File: src/csc_pkg.sv
`timescale 1ns / 1ps
// ----------------------------------------------------------------------------
// csc_pkg
// Shared types and constants for the connection slot classifier.
// ----------------------------------------------------------------------------
package csc_pkg;

   localparam int SLOTS    = 8;
   localparam int SLOT_AW  = (SLOTS > 1) ? $clog2(SLOTS) : 1;
   localparam int CNT_W    = 32;
   localparam int TOTAL_W  = 5;
   localparam logic [4:0] SLOT_LIMIT = 5'(SLOTS);

   typedef enum logic [2:0] {
      MODE_CONNECT    = 3'd0,
      MODE_CLASSIFY   = 3'd1,
      MODE_DISCONNECT = 3'd2,
      MODE_QUERY      = 3'd3,
      MODE_CLEAR      = 3'd4
   } mode_type;

   typedef enum logic [1:0] {
      KIND_FREE  = 2'd0,
      KIND_UNCL  = 2'd1,
      KIND_PEER  = 2'd2,
      KIND_PHONE = 2'd3
   } kind_type;

   typedef enum logic [1:0] {
      ST_OK      = 2'd0,
      ST_INVALID = 2'd1,
      ST_ALREADY = 2'd2
   } status_type;

   // controller -> datapath
   typedef struct packed {
      logic capture;   // latch the request word
      logic execute;   // table update and result load
   } csc_cmd_type;

endpackage

File: src/csc_channels.sv
`timescale 1ns / 1ps
// ----------------------------------------------------------------------------
// csc_req_if / csc_rsp_if
// Valid/ready channels for request and response words.
// ----------------------------------------------------------------------------
interface csc_req_if;
   logic       valid;
   logic       ready;
   logic [2:0] mode;
   logic [3:0] slot_index;
   logic [1:0] new_kind;
   logic       classify_reason;

   modport source (output valid, mode, slot_index, new_kind, classify_reason,
                   input ready);
   modport sink   (input valid, mode, slot_index, new_kind, classify_reason,
                   output ready);
endinterface

interface csc_rsp_if;
   logic        valid;
   logic        ready;
   logic [1:0]  status;
   logic        released_phone_note;
   logic [1:0]  slot_kind;
   logic        slot_phone_noted;
   logic [4:0]  active_count;
   logic [4:0]  unclassified_count;
   logic [31:0] out_of_range_count;
   logic [31:0] peer_by_role_count;
   logic [31:0] peer_by_hello_count;
   logic [31:0] phone_by_timer_count;
   logic [31:0] phone_by_traffic_count;
   logic [31:0] phone_unnote_count;

   modport source (output valid, status, released_phone_note, slot_kind,
                   slot_phone_noted, active_count, unclassified_count,
                   out_of_range_count, peer_by_role_count, peer_by_hello_count,
                   phone_by_timer_count, phone_by_traffic_count,
                   phone_unnote_count,
                   input ready);
   modport sink   (input valid, status, released_phone_note, slot_kind,
                   slot_phone_noted, active_count, unclassified_count,
                   out_of_range_count, peer_by_role_count, peer_by_hello_count,
                   phone_by_timer_count, phone_by_traffic_count,
                   phone_unnote_count,
                   output ready);
endinterface

File: src/connection_slot_classifier_core.sv
`timescale 1ns / 1ps
// ----------------------------------------------------------------------------
// connection_slot_classifier_core
// Connection slot table with classify/disconnect logic and event counters.
// ----------------------------------------------------------------------------
// Each request word is first latched; then the read-modify-write of the slot
// table, totals and counters runs, which also loads the response register.
// The update waits while a previous response is still held by the consumer,
// and a new word is taken only once the update of the last one has run.
// Clear-all finishes in its own update; no clearing pass is needed after
// reset.
module connection_slot_classifier_core (
   input  logic      clock,
   input  logic      reset,
   csc_req_if.sink   req_bus,
   csc_rsp_if.source rsp_bus
);
   import csc_pkg::*;

   csc_cmd_type cmd;

   csc_controller u_ctrl (
      .clock     (clock),
      .reset     (reset),
      .req_valid (req_bus.valid),
      .req_ready (req_bus.ready),
      .rsp_valid (rsp_bus.valid),
      .rsp_ready (rsp_bus.ready),
      .cmd       (cmd)
   );

   csc_datapath u_dp (
      .clock                      (clock),
      .reset                      (reset),
      .cmd                        (cmd),
      .req_mode                   (req_bus.mode),
      .req_slot_index             (req_bus.slot_index),
      .req_new_kind               (req_bus.new_kind),
      .req_classify_reason        (req_bus.classify_reason),
      .rsp_status                 (rsp_bus.status),
      .rsp_released_phone_note    (rsp_bus.released_phone_note),
      .rsp_slot_kind              (rsp_bus.slot_kind),
      .rsp_slot_phone_noted       (rsp_bus.slot_phone_noted),
      .rsp_active_count           (rsp_bus.active_count),
      .rsp_unclassified_count     (rsp_bus.unclassified_count),
      .rsp_out_of_range_count     (rsp_bus.out_of_range_count),
      .rsp_peer_by_role_count     (rsp_bus.peer_by_role_count),
      .rsp_peer_by_hello_count    (rsp_bus.peer_by_hello_count),
      .rsp_phone_by_timer_count   (rsp_bus.phone_by_timer_count),
      .rsp_phone_by_traffic_count (rsp_bus.phone_by_traffic_count),
      .rsp_phone_unnote_count     (rsp_bus.phone_unnote_count)
   );

endmodule

File: src/csc_datapath.sv
`timescale 1ns / 1ps
// ----------------------------------------------------------------------------
// csc_datapath
// Slot table, running totals, event counters and the result register.
// ----------------------------------------------------------------------------
module csc_datapath (
   input  logic                    clock,
   input  logic                    reset,
   input  csc_pkg::csc_cmd_type    cmd,
   input  logic [2:0]              req_mode,
   input  logic [3:0]              req_slot_index,
   input  logic [1:0]              req_new_kind,
   input  logic                    req_classify_reason,
   output logic [1:0]              rsp_status,
   output logic                    rsp_released_phone_note,
   output logic [1:0]              rsp_slot_kind,
   output logic                    rsp_slot_phone_noted,
   output logic [4:0]              rsp_active_count,
   output logic [4:0]              rsp_unclassified_count,
   output logic [31:0]             rsp_out_of_range_count,
   output logic [31:0]             rsp_peer_by_role_count,
   output logic [31:0]             rsp_peer_by_hello_count,
   output logic [31:0]             rsp_phone_by_timer_count,
   output logic [31:0]             rsp_phone_by_traffic_count,
   output logic [31:0]             rsp_phone_unnote_count
);
   import csc_pkg::*;

   // captured request word
   mode_type           mode_ff;
   logic [3:0]         index_ff;
   kind_type           want_ff;
   logic               timer_ff;

   // slot table and totals
   kind_type           kind_ff  [SLOTS];
   kind_type           kind_in  [SLOTS];
   logic [SLOTS-1:0]   noted_ff;
   logic [SLOTS-1:0]   noted_in;
   logic [TOTAL_W-1:0] active_ff, active_in;
   logic [TOTAL_W-1:0] uncl_ff, uncl_in;

   // event counters
   logic [CNT_W-1:0]   range_cnt_ff, range_cnt_in;
   logic [CNT_W-1:0]   role_cnt_ff, role_cnt_in;
   logic [CNT_W-1:0]   hello_cnt_ff, hello_cnt_in;
   logic [CNT_W-1:0]   timer_cnt_ff, timer_cnt_in;
   logic [CNT_W-1:0]   traffic_cnt_ff, traffic_cnt_in;
   logic [CNT_W-1:0]   unnote_cnt_ff, unnote_cnt_in;

   // result register
   status_type         status_ff, status_in;
   logic               released_ff, released_in;
   kind_type           slot_kind_ff;
   logic               slot_noted_ff;

   logic [SLOT_AW-1:0] sel;
   logic               in_range;
   kind_type           kind_rd;
   logic               noted_rd;

   assign sel      = index_ff[SLOT_AW-1:0];
   assign in_range = {1'b0, index_ff} < SLOT_LIMIT;
   assign kind_rd  = kind_ff[sel];
   assign noted_rd = noted_ff[sel];

   always_ff @(posedge clock) begin
      if (cmd.capture) begin
         mode_ff  <= mode_type'(req_mode);
         index_ff <= req_slot_index;
         want_ff  <= kind_type'(req_new_kind);
         timer_ff <= req_classify_reason;
      end
   end

   always_comb begin
      kind_in        = kind_ff;
      noted_in       = noted_ff;
      active_in      = active_ff;
      uncl_in        = uncl_ff;
      range_cnt_in   = range_cnt_ff;
      role_cnt_in    = role_cnt_ff;
      hello_cnt_in   = hello_cnt_ff;
      timer_cnt_in   = timer_cnt_ff;
      traffic_cnt_in = traffic_cnt_ff;
      unnote_cnt_in  = unnote_cnt_ff;
      status_in      = ST_OK;
      released_in    = 1'b0;
      case (mode_ff)
         MODE_CONNECT: begin
            if (!in_range) begin
               range_cnt_in = range_cnt_ff + 32'd1;
               status_in    = ST_INVALID;
            end else if (want_ff != KIND_UNCL && want_ff != KIND_PEER) begin
               status_in = ST_INVALID;
            end else if (kind_rd != KIND_FREE) begin
               status_in = ST_ALREADY;
            end else begin
               kind_in[sel]  = want_ff;
               noted_in[sel] = 1'b0;
               active_in     = active_ff + 5'd1;
               if (want_ff == KIND_UNCL) begin
                  uncl_in = uncl_ff + 5'd1;
               end else begin
                  role_cnt_in = role_cnt_ff + 32'd1;
               end
            end
         end
         MODE_CLASSIFY: begin
            if (!in_range) begin
               range_cnt_in = range_cnt_ff + 32'd1;
               status_in    = ST_INVALID;
            end else if (want_ff != KIND_PHONE && want_ff != KIND_PEER) begin
               status_in = ST_INVALID;
            end else if (kind_rd == KIND_FREE) begin
               status_in = ST_INVALID;
            end else if (kind_rd != KIND_UNCL) begin
               status_in = ST_ALREADY;
            end else begin
               kind_in[sel] = want_ff;
               uncl_in      = uncl_ff - 5'd1;
               if (want_ff == KIND_PHONE) begin
                  noted_in[sel] = 1'b1;
                  if (timer_ff) begin
                     timer_cnt_in = timer_cnt_ff + 32'd1;
                  end else begin
                     traffic_cnt_in = traffic_cnt_ff + 32'd1;
                  end
               end else begin
                  hello_cnt_in = hello_cnt_ff + 32'd1;
               end
            end
         end
         MODE_DISCONNECT: begin
            if (!in_range) begin
               range_cnt_in = range_cnt_ff + 32'd1;
               status_in    = ST_INVALID;
            end else if (kind_rd == KIND_FREE) begin
               status_in = ST_INVALID;
            end else begin
               released_in = noted_rd;
               if (kind_rd == KIND_UNCL) begin
                  uncl_in = uncl_ff - 5'd1;
               end
               active_in     = active_ff - 5'd1;
               kind_in[sel]  = KIND_FREE;
               noted_in[sel] = 1'b0;
               if (noted_rd) begin
                  unnote_cnt_in = unnote_cnt_ff + 32'd1;
               end
            end
         end
         MODE_QUERY: begin
            status_in = in_range ? ST_OK : ST_INVALID;
         end
         MODE_CLEAR: begin
            kind_in        = '{default: KIND_FREE};
            noted_in       = '0;
            active_in      = '0;
            uncl_in        = '0;
            range_cnt_in   = '0;
            role_cnt_in    = '0;
            hello_cnt_in   = '0;
            timer_cnt_in   = '0;
            traffic_cnt_in = '0;
            unnote_cnt_in  = '0;
         end
         default: begin
            status_in = ST_INVALID;
         end
      endcase
   end

   always_ff @(posedge clock) begin
      if (reset) begin
         for (int i = 0; i < SLOTS; i++) begin
            kind_ff[i] <= KIND_FREE;
         end
         noted_ff       <= '0;
         active_ff      <= '0;
         uncl_ff        <= '0;
         range_cnt_ff   <= '0;
         role_cnt_ff    <= '0;
         hello_cnt_ff   <= '0;
         timer_cnt_ff   <= '0;
         traffic_cnt_ff <= '0;
         unnote_cnt_ff  <= '0;
      end else if (cmd.execute) begin
         kind_ff        <= kind_in;
         noted_ff       <= noted_in;
         active_ff      <= active_in;
         uncl_ff        <= uncl_in;
         range_cnt_ff   <= range_cnt_in;
         role_cnt_ff    <= role_cnt_in;
         hello_cnt_ff   <= hello_cnt_in;
         timer_cnt_ff   <= timer_cnt_in;
         traffic_cnt_ff <= traffic_cnt_in;
         unnote_cnt_ff  <= unnote_cnt_in;
      end
   end

   // slot fields show the state after the update
   always_ff @(posedge clock) begin
      if (cmd.execute) begin
         status_ff     <= status_in;
         released_ff   <= released_in;
         slot_kind_ff  <= in_range ? kind_in[sel] : KIND_FREE;
         slot_noted_ff <= in_range ? noted_in[sel] : 1'b0;
      end
   end

   assign rsp_status                 = status_ff;
   assign rsp_released_phone_note    = released_ff;
   assign rsp_slot_kind              = slot_kind_ff;
   assign rsp_slot_phone_noted       = slot_noted_ff;
   assign rsp_active_count           = active_ff;
   assign rsp_unclassified_count     = uncl_ff;
   assign rsp_out_of_range_count     = range_cnt_ff;
   assign rsp_peer_by_role_count     = role_cnt_ff;
   assign rsp_peer_by_hello_count    = hello_cnt_ff;
   assign rsp_phone_by_timer_count   = timer_cnt_ff;
   assign rsp_phone_by_traffic_count = traffic_cnt_ff;
   assign rsp_phone_unnote_count     = unnote_cnt_ff;

endmodule

File: src/csc_controller.sv
`timescale 1ns / 1ps
// ----------------------------------------------------------------------------
// csc_controller
// Sequencer: takes a request word, runs its update once the result
// register is free, and holds the response valid.
// ----------------------------------------------------------------------------
module csc_controller (
   input  logic                 clock,
   input  logic                 reset,
   input  logic                 req_valid,
   output logic                 req_ready,
   output logic                 rsp_valid,
   input  logic                 rsp_ready,
   output csc_pkg::csc_cmd_type cmd
);
   import csc_pkg::*;

   typedef enum logic [1:0] {
      S_IDLE = 2'b01,
      S_EXEC = 2'b10
   } ctl_state_type;

   ctl_state_type state_ff, state_in;
   logic          rsp_valid_ff, rsp_valid_in;
   logic          out_free;

   assign out_free    = !rsp_valid_ff || rsp_ready;
   // no word is taken while reset is held
   assign req_ready   = (state_ff == S_IDLE) && !reset;
   assign cmd.capture = req_valid && req_ready;
   assign cmd.execute = (state_ff == S_EXEC) && out_free;
   assign rsp_valid   = rsp_valid_ff;

   always_comb begin
      state_in = state_ff;
      case (state_ff)
         S_IDLE: begin
            if (cmd.capture) begin
               state_in = S_EXEC;
            end
         end
         S_EXEC: begin
            if (cmd.execute) begin
               state_in = S_IDLE;
            end
         end
         default: begin
            state_in = S_IDLE;
         end
      endcase
   end

   always_comb begin
      rsp_valid_in = rsp_valid_ff;
      if (cmd.execute) begin
         rsp_valid_in = 1'b1;
      end else if (rsp_ready) begin
         rsp_valid_in = 1'b0;
      end
   end

   always_ff @(posedge clock) begin
      if (reset) begin
         state_ff     <= S_IDLE;
         rsp_valid_ff <= 1'b0;
      end else begin
         state_ff     <= state_in;
         rsp_valid_ff <= rsp_valid_in;
      end
   end

endmodule

File: src/flat_wrapper.sv
// flat-port wrapper written by rule: the top's interface ports become plain ports
module connection_slot_classifier_core_flat import csc_pkg::*;
  (clock, reset, req_bus_valid, req_bus_mode, req_bus_slot_index, req_bus_new_kind, req_bus_classify_reason, req_bus_ready, rsp_bus_valid, rsp_bus_status, rsp_bus_released_phone_note, rsp_bus_slot_kind, rsp_bus_slot_phone_noted, rsp_bus_active_count, rsp_bus_unclassified_count, rsp_bus_out_of_range_count, rsp_bus_peer_by_role_count, rsp_bus_peer_by_hello_count, rsp_bus_phone_by_timer_count, rsp_bus_phone_by_traffic_count, rsp_bus_phone_unnote_count, rsp_bus_ready);
  csc_req_if req_bus_i ();
  csc_rsp_if rsp_bus_i ();
  input  logic clock;
  input  logic reset;
  input wire logic [$bits(req_bus_i.valid)-1:0] req_bus_valid;
  input wire logic [$bits(req_bus_i.mode)-1:0] req_bus_mode;
  input wire logic [$bits(req_bus_i.slot_index)-1:0] req_bus_slot_index;
  input wire logic [$bits(req_bus_i.new_kind)-1:0] req_bus_new_kind;
  input wire logic [$bits(req_bus_i.classify_reason)-1:0] req_bus_classify_reason;
  output wire logic [$bits(req_bus_i.ready)-1:0] req_bus_ready;
  output wire logic [$bits(rsp_bus_i.valid)-1:0] rsp_bus_valid;
  output wire logic [$bits(rsp_bus_i.status)-1:0] rsp_bus_status;
  output wire logic [$bits(rsp_bus_i.released_phone_note)-1:0] rsp_bus_released_phone_note;
  output wire logic [$bits(rsp_bus_i.slot_kind)-1:0] rsp_bus_slot_kind;
  output wire logic [$bits(rsp_bus_i.slot_phone_noted)-1:0] rsp_bus_slot_phone_noted;
  output wire logic [$bits(rsp_bus_i.active_count)-1:0] rsp_bus_active_count;
  output wire logic [$bits(rsp_bus_i.unclassified_count)-1:0] rsp_bus_unclassified_count;
  output wire logic [$bits(rsp_bus_i.out_of_range_count)-1:0] rsp_bus_out_of_range_count;
  output wire logic [$bits(rsp_bus_i.peer_by_role_count)-1:0] rsp_bus_peer_by_role_count;
  output wire logic [$bits(rsp_bus_i.peer_by_hello_count)-1:0] rsp_bus_peer_by_hello_count;
  output wire logic [$bits(rsp_bus_i.phone_by_timer_count)-1:0] rsp_bus_phone_by_timer_count;
  output wire logic [$bits(rsp_bus_i.phone_by_traffic_count)-1:0] rsp_bus_phone_by_traffic_count;
  output wire logic [$bits(rsp_bus_i.phone_unnote_count)-1:0] rsp_bus_phone_unnote_count;
  input wire logic [$bits(rsp_bus_i.ready)-1:0] rsp_bus_ready;
  assign req_bus_i.valid = req_bus_valid;
  assign req_bus_i.mode = req_bus_mode;
  assign req_bus_i.slot_index = req_bus_slot_index;
  assign req_bus_i.new_kind = req_bus_new_kind;
  assign req_bus_i.classify_reason = req_bus_classify_reason;
  assign req_bus_ready = req_bus_i.ready;
  assign rsp_bus_valid = rsp_bus_i.valid;
  assign rsp_bus_status = rsp_bus_i.status;
  assign rsp_bus_released_phone_note = rsp_bus_i.released_phone_note;
  assign rsp_bus_slot_kind = rsp_bus_i.slot_kind;
  assign rsp_bus_slot_phone_noted = rsp_bus_i.slot_phone_noted;
  assign rsp_bus_active_count = rsp_bus_i.active_count;
  assign rsp_bus_unclassified_count = rsp_bus_i.unclassified_count;
  assign rsp_bus_out_of_range_count = rsp_bus_i.out_of_range_count;
  assign rsp_bus_peer_by_role_count = rsp_bus_i.peer_by_role_count;
  assign rsp_bus_peer_by_hello_count = rsp_bus_i.peer_by_hello_count;
  assign rsp_bus_phone_by_timer_count = rsp_bus_i.phone_by_timer_count;
  assign rsp_bus_phone_by_traffic_count = rsp_bus_i.phone_by_traffic_count;
  assign rsp_bus_phone_unnote_count = rsp_bus_i.phone_unnote_count;
  assign rsp_bus_i.ready = rsp_bus_ready;
  connection_slot_classifier_core u_core (.clock(clock), .reset(reset), .req_bus(req_bus_i), .rsp_bus(rsp_bus_i));
endmodule
File: config.mk
export PLATFORM = sky130hd
export DESIGN_NAME = connection_slot_classifier_core_flat
export DESIGN_NICKNAME = d
export VERILOG_FILES = /design/src/csc_pkg.sv /design/src/csc_channels.sv /design/src/connection_slot_classifier_core.sv /design/src/csc_datapath.sv /design/src/csc_controller.sv /design/src/flat_wrapper.sv
export SDC_FILE = /design/constraint.sdc
export NUM_CORES = 1
export LEC_CHECK = 0
export ABC_AREA = 1
export BUFFER_PORTS_ARGS = -buffer_cell sky130_fd_sc_hd__buf_2
export CAP_MARGIN = 30
export CELL_PAD_IN_SITES_DETAIL_PLACEMENT = 0
export CELL_PAD_IN_SITES_GLOBAL_PLACEMENT = 1
export CORE_ASPECT_RATIO = 1.1
export CORE_UTILIZATION = 40
export DETAILED_ROUTE_END_ITERATION = 16
export GPL_TIMING_DRIVEN = 1
export PLACE_DENSITY_LB_ADDON = 0.1
export SYNTH_ARGS = -nofsm -noshare
export SYNTH_HDL_FRONTEND = slang
export SYNTH_HIERARCHICAL = 1
export SYNTH_SLANG_ARGS = --single-unit
File: constraint.sdc
create_clock -name clock -period 3.29 [get_ports clock]
set_clock_uncertainty 0.2 [all_clocks]
set_input_delay 0.1645 -clock clock [delete_from_list [all_inputs] [get_ports clock]]
set_output_delay 0.1645 -clock clock [all_outputs]
set_load 0.01 [all_outputs]
==> results of run 1 <==
path summary, 6_finish.rpt:
kind                                 from                            to  slack, ns  cells after the start
setup reg to reg  u_core/u_dp/index_ff[0]  u_core/u_dp/rsp_slot_kind[0]       0.28                     17
setup / recovery  u_core/u_dp/index_ff[0]  u_core/u_dp/rsp_slot_kind[0]       0.28                     17
hold / removal        req_bus_new_kind[1]        u_core/u_dp/want_ff[1]        0.1                      2
hold reg to reg   u_core/u_dp/noted_ff[6]       u_core/u_dp/noted_ff[6]       0.28                      2
cell families after synthesis:
kind of cell               Yosys count  share of synthesized area, %
buffers and inverters              321                          8.58
AOI/OAI and AO/OA                  357                          12.9
and+or+nand+nor                   1234                          37.6
xor gates and xnor gates            88                          5.21
DFF                                245                          34.2
adders and majority gates           17                          1.54
state kept, by name, summed over array words and instances, names as in the netlist, 3 cells and up:
register / count
u_core/u_dp/rsp_phone_unnote_count: 32
u_core/u_dp/rsp_active_count: 5
u_core/u_dp/noted_ff: 8
u_core/u_dp/rsp_peer_by_hello_count: 32
u_core/u_dp/rsp_phone_by_traffic_count: 32
u_core/u_dp/index_ff: 4
u_core/u_dp/rsp_unclassified_count: 5
u_core/u_dp/rsp_phone_by_timer_count: 32
u_core/u_dp/rsp_out_of_range_count: 32
u_core/u_dp/mode_ff: 3
u_core/u_dp/kind_ff: 16
u_core/u_dp/rsp_peer_by_role_count: 32
metrics by stage:
step	setup WS (ns)	instances	total power, W	instance area, um^2	hold WS, ns
global placement	0.205	2941	0.00343	16500	0.145
finish	0.278	3011	0.00664	17600	0.0955
CTS	0.219	3011	0.00672	17600	0.0786
detailed placement	0.232	2941	0.00343	16500	0.146
floorplan	0.766	2262	0.00331	14800	0.0634
global route	0.0339	3011	0.00688	17600	0.0947
metal layers:
| metal | wire length (um) | track usage, % | vias up |
|---|---|---|---|
| met5 | 0 | 0 | - |
| met4 | 1370 | 8.06 | 0 |
| met3 | 3360 | 3.73 | 76 |
| met2 | 22500 | 43.1 | 498 |
| met1 | 24000 | 37.2 | 7373 |
| li1 | - | - | 7986 |
synthesized netlist by cell type (29+ instances only):
master                     count
sky130_fd_sc_hd__nor2_1      244
sky130_fd_sc_hd__dfxtp_1     229
sky130_fd_sc_hd__o21ai_0     100
sky130_fd_sc_hd__xor2_1       59
sky130_fd_sc_hd__xnor2_1      29
sky130_fd_sc_hd__nand4_1      64
sky130_fd_sc_hd__nor3_1      129
sky130_fd_sc_hd__a21oi_1     196
sky130_fd_sc_hd__nand3_1     113
sky130_fd_sc_hd__nor4_1       46
sky130_fd_sc_hd__inv_1       231
sky130_fd_sc_hd__nand2_1     568
sky130_fd_sc_hd__clkbuf_1     46
layout make-up:
class | instances | area (um^2) | share of cell area (%)
timing repair buffer | 276 | 1560 | 8.83
clock inverter | 12 | 101 | 0.575
multi-input combinational | 1696 | 8490 | 48.1
clock buffer | 42 | 865 | 4.90
inverter | 253 | 951 | 5.39
sequential | 245 | 5060 | 28.7
tap | 487 | 609 | 3.46
worst max-delay path, stage by stage (launching register included):
cell	delay, ns
sky130_fd_sc_hd__edfxtp_1	0.56
sky130_fd_sc_hd__inv_2	0.24
sky130_fd_sc_hd__nand2_1	0.08
sky130_fd_sc_hd__nand3_1	0.10
sky130_fd_sc_hd__nand2_2	0.10
sky130_fd_sc_hd__nor2_8	0.21
sky130_fd_sc_hd__nand2_2	0.11
sky130_fd_sc_hd__nor2_2	0.24
sky130_fd_sc_hd__nand2_1	0.16
sky130_fd_sc_hd__nand2_2	0.18
sky130_fd_sc_hd__nand2_2	0.11
sky130_fd_sc_hd__inv_2	0.09
sky130_fd_sc_hd__nand2_1	0.05
sky130_fd_sc_hd__nand2_1	0.13
sky130_fd_sc_hd__nand2_1	0.06
sky130_fd_sc_hd__nand2_1	0.07
sky130_fd_sc_hd__nor2_1	0.04
sky130_fd_sc_hd__a21oi_1	0.12
power by group:
part           internal [W]  switching [W]
logic             0.0000960       0.000248
registers           0.00302      0.0000201
clock network       0.00190        0.00136
repair_timing:
item / in CTS / in global routing
hold buffers: 16 / 0
gates resized for setup: 0 / 1
endpoints found under the setup margin: 0 / 1
hold endpoints to repair: 41 / 0
==> metrics.txt, run 1 <==
# TYPE chip_impl_metric gauge
chip_impl_metric{name="routed-via-count",unit=""} 15900
chip_impl_metric{name="power_per_cell_area",unit="mW/mm^2"} 376
chip_impl_metric{name="initial_antenna_violation_count",unit=""} 0
chip_impl_metric{name="netlist_cell_types",unit=""} 55
chip_impl_info{name="mostFrequentLayoutCells",value="567 x sky130_fd_sc_hd__nand2_1, 243 x sky130_fd_sc_hd__nor2_1, 229 x sky130_fd_sc_hd__inv_1, 229 x sky130_fd_sc_hd__dfxtp_1, 222 x sky130_fd_sc_hd__buf_2"} 1
chip_impl_metric{name="avgSynthCellArea",unit="um^2"} 6.55
chip_impl_metric{name="count_of_flip_flops_with_a_built_in_enable_after_synthesis",unit=""} 16
chip_impl_metric{name="clkSinkCount",unit=""} 245
chip_impl_metric{name="max-clock-path-buffers",unit=""} 3
chip_impl_metric{name="post_synth_inst_count",unit=""} 2262
chip_impl_metric{name="antenna_cells",unit=""} 0
chip_impl_metric{name="worst_ir_drop_vdd",unit="mV"} 0.360
chip_impl_metric{name="fin_setup_tns",unit="ns"} 0
chip_impl_metric{name="mappedNetlistArea",unit="mm^2"} 0.0148
chip_impl_metric{name="ioPinCount",unit=""} 224
chip_impl_metric{name="fin_util",unit="%"} 48.6
chip_impl_metric{name="cap_violations",unit=""} 0
chip_impl_metric{name="drc",unit=""} 0
chip_impl_metric{name="crit_fanout",unit=""} 13
chip_impl_metric{name="post_cts_buffers",unit=""} 0
chip_impl_metric{name="core_area",unit="mm^2"} 0.0363
chip_impl_metric{name="grt_util_all_layers",unit="%"} 26.9
chip_impl_metric{name="initial_utilization",unit="%"} 40.8
chip_impl_metric{name="synthArstFlopShare",unit="%"} 0
chip_impl_metric{name="htree_num_levels",unit=""} 1
chip_impl_info{name="hold_path.class",value="primary input to flop"} 1
chip_impl_metric{name="io_buffer_count",unit=""} 223
chip_impl_metric{name="finalHoldViolations",unit=""} 0
chip_impl_metric{name="synth_seq_area_share",unit="%"} 34.2
chip_impl_info{name="crit_path_end_kind",value="flop"} 1
chip_impl_metric{name="synthesis.yosys.warnings",unit=""} 6
chip_impl_info{name="path_class",value="flop to flop"} 1
chip_impl_metric{name="required",unit="ns"} 3.50
chip_impl_metric{name="postSynthRegisterBits",unit=""} 245
chip_impl_info{name="outcome",value="complete, no violations"} 1
chip_impl_metric{name="setup_violations",unit=""} 0
chip_impl_metric{name="cts.reportedPaths.clkPinSlew",unit="ns"} 0.06
chip_impl_metric{name="finalNetCount",unit=""} 2532
chip_impl_metric{name="grt_pass1_vias",unit=""} 14900
chip_impl_metric{name="achievable-frequency",unit="GHz"} 0.332
chip_impl_metric{name="post-dp-hpwl",unit="mm"} 39.1
chip_impl_metric{name="globalRouteOverflowTotal",unit=""} 0
chip_impl_metric{name="fill_cell_total_of_the_finished_layout",unit=""} 3918
chip_impl_metric{name="power.leakage",unit="nW"} 7.13
chip_impl_metric{name="min_period_over_period",unit="%"} 91.6
chip_impl_metric{name="layout-drive-gt1-share",unit="%"} 15.6
chip_impl_metric{name="maxSlewViolCount",unit=""} 0
chip_impl_info{name="yosys.area.top_type",value="sky130_fd_sc_hd__dfxtp_1"} 1
chip_impl_metric{name="cts-buffers-inserted",unit=""} 29
chip_impl_metric{name="die_h",unit="um"} 204
chip_impl_metric{name="routed_wire_length_per_instance",unit="um"} 17.0
chip_impl_metric{name="detail_route.first_pass.iterations",unit=""} 8
chip_impl_metric{name="synth.net_count",unit=""} 2293
chip_impl_metric{name="grt_pass1_wl",unit="mm"} 80.9
chip_impl_info{name="dominantRegCellSynth",value="sky130_fd_sc_hd__dfxtp_1"} 1
chip_impl_metric{name="timing.critical_path.arrival",unit="ns"} 3.23
chip_impl_metric{name="core.rowCount",unit=""} 73
chip_impl_metric{name="initial_drc_count",unit=""} 1036
chip_impl_metric{name="timing.slew.headroom",unit="%"} 54.7
chip_impl_metric{name="yosysTopAreaCellShare",unit="%"} 31.0
chip_impl_info{name="layout.cells.most_common",value="sky130_fd_sc_hd__nand2_1"} 1
chip_impl_metric{name="ant_nets",unit=""} 0
chip_impl_info{name="cts_root_buffer",value="sky130_fd_sc_hd__clkbuf_16"} 1
chip_impl_metric{name="fp.dieArea",unit="mm^2"} 0.0378
chip_impl_metric{name="clkLatencyLatePin",unit="ns"} 0.57
chip_impl_metric{name="die_width",unit="um"} 185
chip_impl_metric{name="routed_via_density",unit=""} 5.29
chip_impl_metric{name="synthToLayoutAreaGrowth",unit="%"} 19.1
chip_impl_info{name="netlist_top_cells_area",value="sky130_fd_sc_hd__dfxtp_1 31%, sky130_fd_sc_hd__nand2_1 14%, sky130_fd_sc_hd__a21oi_1 6.6%"} 1
chip_impl_metric{name="postRouteWirelength",unit="mm"} 51.2
chip_impl_metric{name="routabilityCongestion",unit=""} 0.945
chip_impl_metric{name="tightestPinTransition",unit="ns"} 0.679
chip_impl_info{name="grt_setup_unrepaired",value="no"} 1
chip_impl_info{name="tritoncts",value="built"} 1
chip_impl_metric{name="pin_count_of_the_biggest_net_entering_global_routing",unit=""} 62
chip_impl_info{name="setup.worst_path.start_class",value="flop"} 1
chip_impl_metric{name="min_cycle_time_layout",unit="ns"} 3.01
Power figures use the tool's default switching activity.
==> run 2: changes to the inputs <==
RECOVER_POWER = 100   (was default)
==> run 2 against run 1 <==
Effect of this change:
- worst hold slack hardly changed
- register-to-register slack worse by 0.08 ns
- critical path depth fell by 2
- sequential cell count did not move
- global-route usage is the same
- highest routed layer unchanged
- die area did not move
- maximum frequency is 2.6% lower
- first-iteration DRC count down 1.5%
- largest power group unchanged
- final cell count did not move
- clock-buffer cell count unchanged
- via count up 0.20%
- combinational power fell by 1%
==> metrics.txt, run 2 (synthesis results as in run 1) <==
# TYPE chip_impl_metric gauge
chip_impl_info{name="outcome",value="complete, no violations"} 1
chip_impl_metric{name="finalHoldViolations",unit=""} 0
chip_impl_metric{name="timing.critical_path.arrival",unit="ns"} 3.30
chip_impl_info{name="grt_setup_unrepaired",value="no"} 1
chip_impl_metric{name="fin_setup_tns",unit="ns"} 0
chip_impl_metric{name="routabilityCongestion",unit=""} 0.945
chip_impl_metric{name="cap_violations",unit=""} 0
chip_impl_metric{name="postRouteWirelength",unit="mm"} 51.5
chip_impl_info{name="tritoncts",value="built"} 1
chip_impl_metric{name="maxSlewViolCount",unit=""} 0
chip_impl_info{name="timing.rr.start",value="u_core/u_dp/index_ff[0]"} 1
chip_impl_metric{name="power_frac_seq",unit="%"} 45.8
chip_impl_metric{name="routed-via-count",unit=""} 16000
chip_impl_metric{name="min_period_over_period",unit="%"} 94.0
chip_impl_metric{name="synthToLayoutAreaGrowth",unit="%"} 16.8
chip_impl_info{name="setup.worst_path.start_class",value="flop"} 1
chip_impl_metric{name="io_buffer_count",unit=""} 223
chip_impl_metric{name="post_cts_buffers",unit=""} 0
chip_impl_metric{name="routed_via_density",unit=""} 5.30
chip_impl_metric{name="initial_antenna_violation_count",unit=""} 0
chip_impl_metric{name="tightestPinTransition",unit="ns"} 1.27
chip_impl_metric{name="power.net_switching",unit="W"} 0.00162
chip_impl_metric{name="power_per_cell_area",unit="mW/mm^2"} 384
chip_impl_metric{name="grt_pass1_vias",unit=""} 14900
chip_impl_metric{name="die_width",unit="um"} 185
chip_impl_metric{name="power.leakage",unit="nW"} 6.17
chip_impl_metric{name="post-dp-hpwl",unit="mm"} 39.1
chip_impl_metric{name="worst_r2r_path_depth",unit=""} 15
chip_impl_metric{name="cts.reportedPaths.clkPinSlew",unit="ns"} 0.06
chip_impl_info{name="worstReg2RegEnd",value="u_core/u_dp/rsp_slot_kind[0]"} 1
chip_impl_metric{name="clkLatencyLatePin",unit="ns"} 0.57
chip_impl_metric{name="placement.cell_area",unit="mm^2"} 0.0165
chip_impl_metric{name="timing.slew.headroom",unit="%"} 15.4
chip_impl_info{name="path_class",value="flop to flop"} 1
chip_impl_metric{name="die_h",unit="um"} 204
chip_impl_metric{name="grt_pass1_wl",unit="mm"} 80.9
chip_impl_info{name="worstSetupEndpoint",value="u_core/u_dp/rsp_slot_kind[0]"} 1
chip_impl_metric{name="swShare",unit="%"} 24.5
chip_impl_info{name="cts_root_buffer",value="sky130_fd_sc_hd__clkbuf_16"} 1
chip_impl_metric{name="ioPinCount",unit=""} 224
chip_impl_metric{name="layout-drive-gt1-share",unit="%"} 6.30
chip_impl_metric{name="fp.dieArea",unit="mm^2"} 0.0378
chip_impl_metric{name="achievable-frequency",unit="GHz"} 0.323
chip_impl_metric{name="antenna_cells",unit=""} 0
chip_impl_info{name="hold_path.class",value="primary input to flop"} 1
chip_impl_metric{name="initial_utilization",unit="%"} 40.8
chip_impl_metric{name="clkPwrFrac",unit="%"} 49.1
chip_impl_metric{name="grt_util_all_layers",unit="%"} 26.9
chip_impl_metric{name="detail_route.first_pass.iterations",unit=""} 6
chip_impl_metric{name="finalNetCount",unit=""} 2532
chip_impl_metric{name="htree_num_levels",unit=""} 1
chip_impl_metric{name="routed_wire_length_per_instance",unit="um"} 17.1
chip_impl_metric{name="pin_count_of_the_biggest_net_entering_global_routing",unit=""} 62
chip_impl_metric{name="p_int",unit="W"} 0.00501
chip_impl_metric{name="fill_cell_total_of_the_finished_layout",unit=""} 4036
chip_impl_info{name="crit_path_end_kind",value="flop"} 1
chip_impl_metric{name="reg2reg_slack",unit="ns"} 0.20
chip_impl_metric{name="core.rowCount",unit=""} 73
chip_impl_metric{name="number_of_cells_after_detailed_placement",unit=""} 2941
chip_impl_info{name="mostFrequentLayoutCells",value="568 x sky130_fd_sc_hd__nand2_1, 249 x sky130_fd_sc_hd__nor2_1, 233 x sky130_fd_sc_hd__inv_1, 229 x sky130_fd_sc_hd__dfxtp_1, 223 x sky130_fd_sc_hd__clkbuf_1"} 1
chip_impl_metric{name="cts-buffers-inserted",unit=""} 29
chip_impl_info{name="crit_path_start",value="u_core/u_dp/index_ff[0]"} 1
chip_impl_metric{name="final-instance-count-excl-fill",unit=""} 3011
chip_impl_metric{name="worst_ir_drop_vdd",unit="mV"} 0.359
chip_impl_metric{name="multi_input_comb_area",unit="mm^2"} 0.00843
chip_impl_metric{name="share_comb_of_total_power",unit="%"} 5.1
chip_impl_metric{name="globalRouteOverflowTotal",unit=""} 0
chip_impl_metric{name="drc",unit=""} 0
chip_impl_metric{name="max-clock-path-buffers",unit=""} 3
chip_impl_metric{name="fin_util",unit="%"} 47.7
chip_impl_metric{name="min_cycle_time_layout",unit="ns"} 3.09
chip_impl_info{name="layout.cells.most_common",value="sky130_fd_sc_hd__nand2_1"} 1
chip_impl_metric{name="ant_nets",unit=""} 0
chip_impl_metric{name="core_area",unit="mm^2"} 0.0363
chip_impl_metric{name="setup_violations",unit=""} 0
chip_impl_metric{name="clkSinkCount",unit=""} 245
chip_impl_metric{name="seq_area",unit="mm^2"} 0.00506
chip_impl_metric{name="crit_fanout",unit=""} 13
chip_impl_metric{name="initial_drc_count",unit=""} 1020
chip_impl_metric{name="postLayoutCellArea",unit="mm^2"} 0.0173
chip_impl_metric{name="required",unit="ns"} 3.50
-- run 2: worst min-delay path by stage --
stage / startpoint / to / slack (ns) / cells past startpoint
after floorplan: req_bus_slot_index[0] / u_core/u_dp/index_ff[0] / 0.06 / 0
after global placement: req_bus_slot_index[2] / u_core/u_dp/index_ff[2] / 0.15 / 1
after detailed placement: req_bus_slot_index[2] / u_core/u_dp/index_ff[2] / 0.15 / 1
after CTS: req_bus_slot_index[3] / u_core/u_dp/index_ff[3] / 0.08 / 2
after global routing: req_bus_new_kind[1] / u_core/u_dp/want_ff[1] / 0.09 / 2
final: req_bus_new_kind[1] / u_core/u_dp/want_ff[1] / 0.1 / 2
-- run 2: cell type report --
class,instances,area share [%]
clock buffers,42,5.00
clock inverters,12,0.586
inverters,253,5.50
multi-input cells,1696,48.8
flip-flops and latches,245,29.3
well taps,487,3.52
repair buffers,276,7.32
-- run 2: through the flow --
step	setup WS [ns]	total power (W)	hold WS (ns)
finish	0.199	0.00663	0.0953
floorplan	0.766	0.00331	0.0634
detailed placement	0.232	0.00343	0.146
global route	0.0180	0.00688	0.0947
CTS	0.219	0.00672	0.0786
global placement	0.205	0.00343	0.145
-- run 2: power groups by stage --
stage               clock (W)  combinational [W]  sequential [W]
floorplan                   0           0.000211         0.00309
global placement            0           0.000327         0.00310
detailed placement          0           0.000326         0.00310
CTS                   0.00334           0.000342         0.00304
global route          0.00347           0.000371         0.00304
finish                0.00325           0.000339         0.00304
-- run 2: worst max-delay path, stage by stage (launching register included) --
cell	delay, ns
sky130_fd_sc_hd__edfxtp_1	0.57
sky130_fd_sc_hd__inv_2	0.24
sky130_fd_sc_hd__nand2_1	0.09
sky130_fd_sc_hd__nand3_1	0.10
sky130_fd_sc_hd__nand2_2	0.10
sky130_fd_sc_hd__nor2_8	0.21
sky130_fd_sc_hd__nand2_2	0.11
sky130_fd_sc_hd__nor2_2	0.25
sky130_fd_sc_hd__nand2_1	0.17
sky130_fd_sc_hd__nand2_2	0.19
sky130_fd_sc_hd__inv_2	0.07
sky130_fd_sc_hd__o21ai_0	0.24
sky130_fd_sc_hd__nand2_1	0.08
sky130_fd_sc_hd__nand2_1	0.12
sky130_fd_sc_hd__nor2_1	0.05
sky130_fd_sc_hd__a21oi_1	0.15
-- run 2: metal layers --
| layer | up-vias | GRT usage, % | wire length [um] |
|---|---|---|---|
| li1 | 7996 | - | - |
| met1 | 7430 | 37.2 | 24400 |
| met2 | 465 | 43.1 | 22700 |
| met3 | 74 | 3.73 | 3130 |
| met4 | 0 | 8.06 | 1290 |
| met5 | - | 0 | 0 |
-- run 2: repair_timing --
action | 4_1_cts | 5_1_grt
hold buffers | 16 | 0
endpoints found under the hold margin | 41 | 0
endpoints found under the setup margin | 0 | 1
resized for setup | 0 | 1
